<file path="config.mk">
export PLATFORM = sky130hd
export DESIGN_NAME = heap_sort_engine
export DESIGN_NICKNAME = d
export VERILOG_FILES = /design/src/rtl/hse_pkg.sv /design/src/rtl/heap_sort_engine.sv
export SDC_FILE = /design/constraint.sdc
export NUM_CORES = 2
export LEC_CHECK = 0
export BUFFER_PORTS_ARGS = -buffer_cell sky130_fd_sc_hd__buf_2
export CAP_MARGIN = 20
export CORE_MARGIN = 3
export CORE_UTILIZATION = 36
export CTS_BUF_LIST = sky130_fd_sc_hd__clkbuf_8
export CTS_CLUSTER_DIAMETER = 100
export DETAILED_ROUTE_END_ITERATION = 6
export GPL_ROUTABILITY_DRIVEN = 0
export MAX_ROUTING_LAYER = met4
export REMOVE_ABC_BUFFERS = 1
export SETUP_SLACK_MARGIN = 0.5
export SLEW_MARGIN = 25
export SYNTH_ARGS = -nofsm -noshare
export SYNTH_HDL_FRONTEND = slang
export SYNTH_SLANG_ARGS = --single-unit
export TNS_END_PERCENT = 100
</file>
<file path="constraint.sdc">
create_clock -name clk_i -period 8.06 [get_ports clk_i]
set_input_delay 0.403 -clock clk_i [delete_from_list [all_inputs] [get_ports clk_i]]
set_output_delay 0.403 -clock clk_i [all_outputs]
set_load 0.01 [all_outputs]
</file>
<file path="src/rtl/hse_pkg.sv">
// Package for the heap sort engine: sizing constants and the record type.
// No dependencies.
package hse_pkg;

  localparam int MAX_RECORDS = 64;
  localparam int KEY_BITS    = 32;

  localparam int PORT_KEY_W  = 32;
  localparam int TAG_W       = 16;
  // Bits of a key that take part in the sort
  localparam int KEY_W       = (KEY_BITS < PORT_KEY_W) ? KEY_BITS : PORT_KEY_W;
  localparam int ADDR_W      = $clog2(MAX_RECORDS);
  localparam int CNT_W       = $clog2(MAX_RECORDS + 1);

  typedef logic [KEY_W-1:0]  key_t;
  typedef logic [TAG_W-1:0]  tag_t;
  typedef logic [ADDR_W-1:0] addr_t;
  typedef logic [CNT_W-1:0]  cnt_t;

  typedef struct packed {
    key_t key;
    tag_t tag;
  } record_t;

endpackage

</file>
<file path="src/rtl/heap_sort_engine.sv">
// Heap sort engine top level: record store, heapsort sequencer and result output.
// Depends on hse_pkg.
//
//  - Records load through start / busy: a transfer happens at a rising edge with start
//    high and busy low, carrying sort_key_i, record_tag_i and last_record_i. Loading
//    takes a new record every cycle; busy stays low.
//  - A record with last_record_i set ends the set; busy then rises and the records are
//    heapsorted in place in a dual-read, single-write store. A sift starts by reading
//    the record to move, then for each level it descends reads the children, compares
//    and moves, and ends by writing the moving record; a set of N records runs N/2 build
//    sifts and N - 1 sort sifts.
//  - The sorted run follows one record a cycle on sorted_key_o / sorted_tag_o, each
//    marked by result_strobe_o for one cycle and read registered from the store after the
//    last sort step (after the load for a one-record set); end_of_run_o flags the final
//    one and overflowed_o the whole run if a load found the store full and was dropped.
//  - busy falls in the cycle of the final result; the receiver cannot stall.
//  - cfg_we_i / cfg_wdata_i set the order (0 ascending, 1 descending); write it only
//    while busy is low.
//  - Reset empties the store count, clears the overflow flag and selects ascending
//    order. Store contents are not cleared.
module heap_sort_engine (
  input  logic                          clk_i,
  input  logic                          rst_ni,
  input  logic                          start,
  output logic                          busy,
  input  logic [hse_pkg::PORT_KEY_W-1:0] sort_key_i,
  input  logic [hse_pkg::TAG_W-1:0]     record_tag_i,
  input  logic                          last_record_i,
  input  logic                          cfg_we_i,
  input  logic                          cfg_wdata_i,
  output logic                          result_strobe_o,
  output logic [hse_pkg::PORT_KEY_W-1:0] sorted_key_o,
  output logic [hse_pkg::TAG_W-1:0]     sorted_tag_o,
  output logic                          end_of_run_o,
  output logic                          overflowed_o
);

  typedef enum logic [2:0] {
    S_IDLE,
    S_BUILD_RD,
    S_BUILD_MK,
    S_SWAP_RD,
    S_SWAP_WR,
    S_CHILD,
    S_CMP,
    S_OUT
  } state_e;

  state_e            state_q, state_d;
  logic              build_q, build_d;
  hse_pkg::addr_t    i_q, i_d;
  hse_pkg::addr_t    pos_q, pos_d;
  hse_pkg::addr_t    last_q, last_d;
  hse_pkg::addr_t    k_q, k_d;
  hse_pkg::cnt_t     n_q, n_d;
  hse_pkg::cnt_t     cnt_q, cnt_d;
  hse_pkg::record_t  mk_q, mk_d;
  logic              ovf_q, ovf_d;
  logic              desc_q, desc_d;
  logic              strobe_q, strobe_d;
  logic              end_q, end_d;
  logic              ovfo_q, ovfo_d;

  // record store
  hse_pkg::record_t  mem_q [hse_pkg::MAX_RECORDS];
  logic              we;
  hse_pkg::addr_t    waddr;
  hse_pkg::record_t  wdata;
  hse_pkg::addr_t    raddr_a, raddr_b;
  hse_pkg::record_t  rd_a_q, rd_b_q;

  always_ff @(posedge clk_i) begin
    if (we) begin
      mem_q[waddr] <= wdata;
    end
    rd_a_q <= mem_q[raddr_a];
    rd_b_q <= mem_q[raddr_b];
  end

  // sift-down datapath
  logic [hse_pkg::ADDR_W:0] child;
  logic [hse_pkg::ADDR_W:0] last_ext;
  logic                     has_child, has_right;
  logic                     lt_lr, take_right, stop_sift;
  hse_pkg::record_t         pick;
  logic                     sift_end;
  logic                     full;
  hse_pkg::cnt_t            n_new;

  assign child     = {pos_q, 1'b1};
  assign last_ext  = {1'b0, last_q};
  assign has_child = (child <= last_ext);
  assign has_right = (child < last_ext);
  assign lt_lr     = (rd_a_q.key < rd_b_q.key);
  // ascending takes the left child on a tie, descending the right one
  assign take_right = has_right && (desc_q ? !lt_lr : lt_lr);
  assign pick       = take_right ? rd_b_q : rd_a_q;
  assign stop_sift  = desc_q ? (mk_q.key < pick.key) : !(mk_q.key < pick.key);
  assign full       = (cnt_q == hse_pkg::CNT_W'(hse_pkg::MAX_RECORDS));
  assign n_new      = full ? cnt_q : cnt_q + hse_pkg::CNT_W'(1);

  always_comb begin
    state_d  = state_q;
    build_d  = build_q;
    i_d      = i_q;
    pos_d    = pos_q;
    last_d   = last_q;
    k_d      = k_q;
    n_d      = n_q;
    cnt_d    = cnt_q;
    mk_d     = mk_q;
    ovf_d    = ovf_q;
    desc_d   = desc_q;
    strobe_d = 1'b0;
    end_d    = 1'b0;
    ovfo_d   = ovfo_q;
    we       = 1'b0;
    waddr    = pos_q;
    wdata    = mk_q;
    raddr_a  = i_q;
    raddr_b  = i_q;
    sift_end = 1'b0;

    if (cfg_we_i) begin
      desc_d = cfg_wdata_i;
    end

    unique case (state_q)
      S_IDLE: begin
        if (start) begin
          if (full) begin
            ovf_d = 1'b1;
          end else begin
            we    = 1'b1;
            waddr = cnt_q[hse_pkg::ADDR_W-1:0];
            wdata = '{key: sort_key_i[hse_pkg::KEY_W-1:0], tag: record_tag_i};
            cnt_d = n_new;
          end
          if (last_record_i) begin
            n_d = n_new;
            k_d = '0;
            if (n_new >= hse_pkg::CNT_W'(2)) begin
              build_d = 1'b1;
              i_d     = hse_pkg::ADDR_W'((n_new >> 1) - hse_pkg::CNT_W'(1));
              last_d  = hse_pkg::ADDR_W'(n_new - hse_pkg::CNT_W'(1));
              state_d = S_BUILD_RD;
            end else begin
              state_d = S_OUT;
            end
          end
        end
      end
      S_BUILD_RD: begin
        raddr_a = i_q;
        state_d = S_BUILD_MK;
      end
      S_BUILD_MK: begin
        mk_d    = rd_a_q;
        pos_d   = i_q;
        state_d = S_CHILD;
      end
      S_SWAP_RD: begin
        raddr_a = '0;
        raddr_b = i_q;
        state_d = S_SWAP_WR;
      end
      S_SWAP_WR: begin
        // root goes to the end; the old end record sifts down from the root
        we      = 1'b1;
        waddr   = i_q;
        wdata   = rd_a_q;
        mk_d    = rd_b_q;
        pos_d   = '0;
        last_d  = i_q - hse_pkg::ADDR_W'(1);
        state_d = S_CHILD;
      end
      S_CHILD: begin
        if (has_child) begin
          raddr_a = child[hse_pkg::ADDR_W-1:0];
          raddr_b = has_right ? child[hse_pkg::ADDR_W-1:0] + hse_pkg::ADDR_W'(1)
                              : child[hse_pkg::ADDR_W-1:0];
          state_d = S_CMP;
        end else begin
          we       = 1'b1;
          sift_end = 1'b1;
        end
      end
      S_CMP: begin
        we = 1'b1;
        if (stop_sift) begin
          sift_end = 1'b1;
        end else begin
          wdata   = pick;
          pos_d   = take_right ? child[hse_pkg::ADDR_W-1:0] + hse_pkg::ADDR_W'(1)
                               : child[hse_pkg::ADDR_W-1:0];
          state_d = S_CHILD;
        end
      end
      S_OUT: begin
        raddr_a  = k_q;
        strobe_d = 1'b1;
        ovfo_d   = ovf_q;
        if (k_q == hse_pkg::ADDR_W'(n_q - hse_pkg::CNT_W'(1))) begin
          end_d   = 1'b1;
          cnt_d   = '0;
          ovf_d   = 1'b0;
          state_d = S_IDLE;
        end else begin
          k_d = k_q + hse_pkg::ADDR_W'(1);
        end
      end
      default: state_d = S_IDLE;
    endcase

    if (sift_end) begin
      if (build_q) begin
        if (i_q == '0) begin
          build_d = 1'b0;
          i_d     = hse_pkg::ADDR_W'(n_q - hse_pkg::CNT_W'(1));
          state_d = S_SWAP_RD;
        end else begin
          i_d     = i_q - hse_pkg::ADDR_W'(1);
          state_d = S_BUILD_RD;
        end
      end else if (i_q == hse_pkg::ADDR_W'(1)) begin
        k_d     = '0;
        state_d = S_OUT;
      end else begin
        i_d     = i_q - hse_pkg::ADDR_W'(1);
        state_d = S_SWAP_RD;
      end
    end
  end

  always_ff @(posedge clk_i or negedge rst_ni) begin
    if (!rst_ni) begin
      state_q  <= S_IDLE;
      build_q  <= 1'b0;
      i_q      <= '0;
      pos_q    <= '0;
      last_q   <= '0;
      k_q      <= '0;
      n_q      <= '0;
      cnt_q    <= '0;
      ovf_q    <= 1'b0;
      desc_q   <= 1'b0;
      strobe_q <= 1'b0;
      end_q    <= 1'b0;
      ovfo_q   <= 1'b0;
    end else begin
      state_q  <= state_d;
      build_q  <= build_d;
      i_q      <= i_d;
      pos_q    <= pos_d;
      last_q   <= last_d;
      k_q      <= k_d;
      n_q      <= n_d;
      cnt_q    <= cnt_d;
      ovf_q    <= ovf_d;
      desc_q   <= desc_d;
      strobe_q <= strobe_d;
      end_q    <= end_d;
      ovfo_q   <= ovfo_d;
    end
  end

  // moving record needs no reset
  always_ff @(posedge clk_i) begin
    mk_q <= mk_d;
  end

  assign busy            = (state_q != S_IDLE);
  assign result_strobe_o = strobe_q;
  assign sorted_key_o    = hse_pkg::PORT_KEY_W'(rd_a_q.key);
  assign sorted_tag_o    = rd_a_q.tag;
  assign end_of_run_o    = end_q;
  assign overflowed_o    = ovfo_q;

`ifndef ASSERT_OFF
  // a record not marked last never starts a sort
  a_load_stays_idle: assert property (@(posedge clk_i) disable iff (!rst_ni)
    (start && !busy && !last_record_i) |=> !busy)
    else $error("block left idle on a non-final load");

  // a result that is not the final one means more of the run is coming
  a_run_continues: assert property (@(posedge clk_i) disable iff (!rst_ni)
    (result_strobe_o && !end_of_run_o) |-> busy)
    else $error("run stopped before its final record");

  a_end_marks_result: assert property (@(posedge clk_i) disable iff (!rst_ni)
    end_of_run_o |-> result_strobe_o)
    else $error("end of run without a result");

  a_count_bound: assert property (@(posedge clk_i) disable iff (!rst_ni)
    cnt_q <= hse_pkg::CNT_W'(hse_pkg::MAX_RECORDS))
    else $error("record count beyond capacity");

  // sift moves stay inside the current heap
  a_sift_in_heap: assert property (@(posedge clk_i) disable iff (!rst_ni)
    (state_q == S_CMP) |-> (pos_q < last_q))
    else $error("sift compare outside heap");
`endif

endmodule

</file>
Word level (Yosys, flattened, before mapping)
Memory sizes are Yosys's and may differ from the RTL's. A register that Yosys moved wholly into a read port is not among the register bits.
Cells that the tools add are included.
{ "classes": {"n_reduce_logical": 18, "mul": 0, "bitwise": 0, "magnitude_cmp": 5, "n_eq_ne": 22, "n_div": 0, "n_addsub": 7, "n_mux": 76, "shifts": 0} }
{ "ops": {"columns": ["operator", "count"], "rows": [
  ["$mux W48", 4],
  ["$mux W6", 25],
  ["$pmux W48 S3", 1],
  ["$pmux W48 S2", 1],
  ["$lt A32 B32 Y1", 2],
  ["$pmux W6 S2", 3],
  ["$pmux W6 S3", 2],
  ["$mux W7", 4],
  ["$mux W3", 9],
  ["$sub A6 B1 Y6 const B", 4],
  ["$mux W1", 21],
  ["$pmux W3 S7", 1],
  ["$ne A3 B3 Y1 const B", 5],
  ["$ne A2 B2 Y1 const B", 7],
  ["$pmux W7 S2", 1],
  ["$add A6 B1 Y6 const B", 2],
  ["$eq A3 B3 Y1 const B", 4],
  ["$reduce_and A4 Y1", 3],
  ["$add A7 B1 Y7 const B", 1],
  ["$eq A7 B7 Y1 const B", 1],
  ["$ge A7 B2 Y1 const B", 1],
  ["$le A7 B6 Y1", 1],
  ["$lt A7 B6 Y1", 1],
  ["$eq A3 B2 Y1 const B", 2],
  ["16 further kinds", 22]
]} }
{ "totals": {"input_bits": 54, "mem_count": 1, "reg_bits": 94, "wordCells": 144, "mem_bits_ro": 0, "ramBits": 3072, "latch_bits": 0, "output_inout_bits": 52} }
{ "memory_table": {"columns": ["name", "depth", "word_bits", "read_ports", "rd_ports_with_merged_regs", "write_ports", "line", "rtl"], "rows": [
  ["mem_q", 64, 48, 2, 2, 1, "heap_sort_engine.sv:65", "hse_pkg::record_t mem_q [hse_pkg::MAX_RECORDS];"]
]} }

Logic depth before layout (Yosys ltp)
{ "depth": {"word_depth": 12, "depth_mapped": 25, "ltp_nobuf": 22} }

Least setup slack after synthesis
Ideal clock, no wire load.
{ "synth_timing": {"kind": "register to register", "start": "register sorted_key_o[30] (netlist name)", "end": "memory mem_q[0][17] in the netlist's numbering (data pin)", "path_stages_with_launch": 24, "required_time_ns": 7.711, "period_less_slack_ns": 6.305, "setup_time_ns": 0.349, "arrival_ns": 5.956, "path_slack_ns": 1.755, "n_path_buf": 4, "path_cell_list": "dfxtp_1 -> ha_1 -> nand4_1 -> nor4_1 -> nand2_1 -> a41oi_1 -> nor2_1 -> xnor2_1 -> nor2_1 -> buf_1 -> buf_2 -> mux2i_1 -> ha_1 -> nand4_1 -> nor3_1 -> nand4_1 -> or4_1 -> a21o_1 -> and3_1 -> or2_1 -> o211ai_1 -> buf_2 -> buf_2 -> a211o_1"} }
{ "synth_lines": {"columns": ["element", "line"], "rows": [
  ["end, declared", "heap_sort_engine.sv:65"]
]} }

==> summary.md <==
| Metric | Value |
|---|---|
| Vias | `111,991` |
| Netlist cell types | `72` |
| Worst Setup Path Type | `register to register` |
| Grt ovf | `0` |
| Area of the multi-input gates | `52,570 sq um` |
| Clk pin slew, worst setup/hold paths | `60 ps` |
| Die Height | `around 660 microns` |
| TritonCTS clock tree | `yes` |
| Worst EP arrival | `8120 ps` |
| CP endpoint kind | `register` |
| Setup TNS | `0 ps` |
| Fin. Hold Viols | `0` |
| Syn Inst Count | `~11,000` |
| TritonRoute pass-1 iters | `7` |
| H-tree lvl count | `6` |
| Max cap viols | `0` |
| Startpoint types | `register` |
| Synth Flop Type | `edfxtp_1` |
| Setup WS pre-CTS | `about 660 ps` |
| Yosys top cell by area | `edfxtp_1` |
| Initial Util | `0.3622` |
| Wire length per cell | `between 30 and 40 microns` |
| Hpwl dp | `approximately 340 mm` |
| Clock Latency Late Sink | `between 1000 and 1500 ps` |
| Synthesized area | `roughly 150,000 sq um` |
| Gr usage total | `0.2838` |
| Setup violators final | `0` |
| Fmax | `between 100 and 150 MHz` |
| Min Tclk post-route | `around 7200 ps` |
| Synth warn | `0` |
| DR DRC count | `2` |
| CTS Buffer Depth | `4` |
| Least-Margin Pin Slew | `~1200 ps` |
| PortBufs | `around 110` |
| Remaining antenna violation count | `0` |
| Most common cell in the netlist | `edfxtp_1` |
| Fillers | `approximately 39,000` |
| Mean Syn Cell Area | `between 10 and 15 sq um` |
| Slew Limit Headroom | `0.2274` |
| Final Slew Violations | `0` |
| Failing checks | `DRC` |
| EDFF count, synth | `between 3,000 and 4,000` |
| Post-layout net count | `roughly 12,000` |
| Worst-path maximum fanout | `64` |
| Required time of the critical path | `a little under 9000 ps` |
| Top-area cell type share of the netlist area | `0.6147` |
| Post-synthesis sequential area ratio | `0.6349` |
| Synthesis-to-finish area growth | `13.22%` |
| Number of synthesized register bits | `approximately 3,300` |
| Die width | `about 660 microns` |
| Io pins | `roughly 110` |
| Num CTS Buffers | `between 500 and 600` |
| Worst min-delay path category | `primary input to register` |
| Post-route clock period utilization | `0.8992` |
| Routed Wire Length | `about 610 mm` |
| Vias in the first global route | `about 110k` |
| Final setup margin | `812.3 ps` |
| Largest net degree at the start of global routing | `168` |
| CTS sink cnt | `3,262` |
| Core area | `~420,000 sq um` |
| Sequential Area | `~97,000 sq um` |
| Asr flop ratio synth | `0.01410` |
| Die area | `approximately 430,000 sq um` |
| Row count | `around 240` |
| First-pass GRT wire length | `between 800 and 900 mm` |
| Largest cells by area after synthesis | `edfxtp_1 61%, mux4_2 11%, nand2_1 7.2%, nand3_1 3.5%, mux2i_1 2.8%` |
| Status | `finished, violations left` |
| Root Driver | `clkbuf_8` |
| Drt first-iter violations | `18,974` |
| Number of antenna violations at the first check in global routing | `31` |
| RSZ-0062 raised after global routing | `no` |
| Post-synth top cells | `3,120 x edfxtp_1, 2,918 x nand2_1, 1,070 x nand3_1` |
| Setup Skew | `around 93 ps` |
| Vias per std cell | `6.358` |
| Layout cells sized above 1 | `0.1776` |
[layout by cell type, fill, tap and decap left out, drive strengths merged, types with 22 or more instances in the layout]
master    instances
a41oi            95
a21o             26
nand2          2918
nand3          1070
xor2             25
nand4           211
nor3             63
ha               79
nor2            169
a21oi            45
dfrtp            46
mux4            768
inv             235
o21ai           333
clkinvlp         24
edfxtp         3120
a211o            32
dfxtp            96
a32oi           144
a31oi           103
clkinv          167
a22oi           100
mux2i           427
diode            22
a221oi          250
and4             51
a22o             52
buf             524
clkbuf          588
[timing repair]
item                                    4_1_cts  5_1_grt
endpoints found under the setup margin        0     2572
hold buffers                                  8        0
endpoints found under the hold margin        82        0
resized for setup                             0        3
buffers inserted                              0        4
[sequential cells by signal, summed over array words and instances, names as in the netlist]
signal / count
cnt_q: 7
sorted_key_o: 32
mem_q: 3072
state_q: 3
sorted_tag_o: 16
result_strobe_o: 1
ovf_q: 1
build_q: 1
pos_q: 6
mk_q: 48
end_of_run_o: 1
desc_q: 1
last_q: 6
k_q: 6
overflowed_o: 1
n_q: 6
rd_b_q: 48
i_q: 6
[worst paths after layout]
check,end,slack [ps],from,depth (start not counted)
worst min-delay path,mem_q[47][23]$_DFFE_PP_,100,sort_key_i[7],4
max in group asynchronous,pos_q[2]$_DFFE_PN0P_,7190,rst_ni,4
worst min register to register,overflowed_o$_DFFE_PN0P_,480,ovf_q$_DFFE_PN0P_,2
worst max register to register,mem_q[26][13]$_DFFE_PP_,810,rd_b_q[29]$_DFF_P_,25
worst max-delay path,mem_q[26][13]$_DFFE_PP_,810,rd_b_q[29]$_DFF_P_,25
min in group asynchronous,result_strobe_o$_DFF_PN0_,400,rst_ni,4
[stage by stage]
stage / utilization / std cells / hold slack (ps) / instance area (sq um)
2_1_floorplan: - / 10442 / 107.4 / 148700
3_3_place_gp: 0.3845 / 16590 / 456.0 / 161800
3_5_place_dp: 0.3852 / 16601 / 470.9 / 162100
4_1_cts: 0.4096 / 17587 / 32.27 / 172400
5_1_grt: 0.4101 / 17609 / 110.9 / 172500
6_report: 0.4101 / 17614 / 100.4 / 172600
[routing by layer]
| layer | part of all wire | up-vias | global-route usage |
|---|---|---|---|
| met5 | 0 | - | - |
| met4 | 0.074 | 0 | 0.1731 |
| met3 | 0.14 | 2133 | 0.08071 |
| met2 | 0.44 | 9040 | 0.4139 |
| met1 | 0.35 | 56475 | 0.3495 |
| li1 | - | 44343 | - |
[critical path, stage by stage, from the launching register on]
cell and delay [ps]:
dfxtp_1 340, inv_1 60, ha_1 320, nand4_1 380, nor3_2 400, o311ai_1 180
a41oi_1 270, nor2_1 150, xnor2_1 210, nor2_4 170, buf_12 160, buf_12 230
mux2i_1 330, ha_1 200, nand4_1 170, nor3_1 300, nand4_1 220, or4_1 630
a21o_1 200, a21oi_1 320, buf_4 360, or2_1 180, o211ai_1 150, buf_4 270
a221o_2 460, buf_12 200
[area by class of cell]
class	count	area share
Clock inverter	390	0.01230
Tap cell	5640	0.04089
Sequential cell	3262	0.5608
Multi-Input combinational cell	7129	0.3047
Clock buffer	588	0.04690
Inverter	51	0.001109
Timing Repair Buffer	532	0.03308
Antenna cell	22	0.0003190
[cell families (layout without fill, tap and decap cells)]
logic type               count (synthesis)  after routing  synth area share
AO/OA/AOI/OAI                         1253           1253           0.06022
XOR/XNOR                                36             36          0.002069
adder cells (fa/ha/maj)                 79             79          0.006486
buffers and inverters                  914           1561           0.02589
flip-flops                            3262           3262            0.6349
multiplexers                          1207           1207            0.1424
other                                    0             22                 0
AND/OR/NAND/NOR                       4554           4554            0.1280
Power is not shown: default switching activity piles up to over one toggle a cycle in this logic, so the estimate is an artifact.
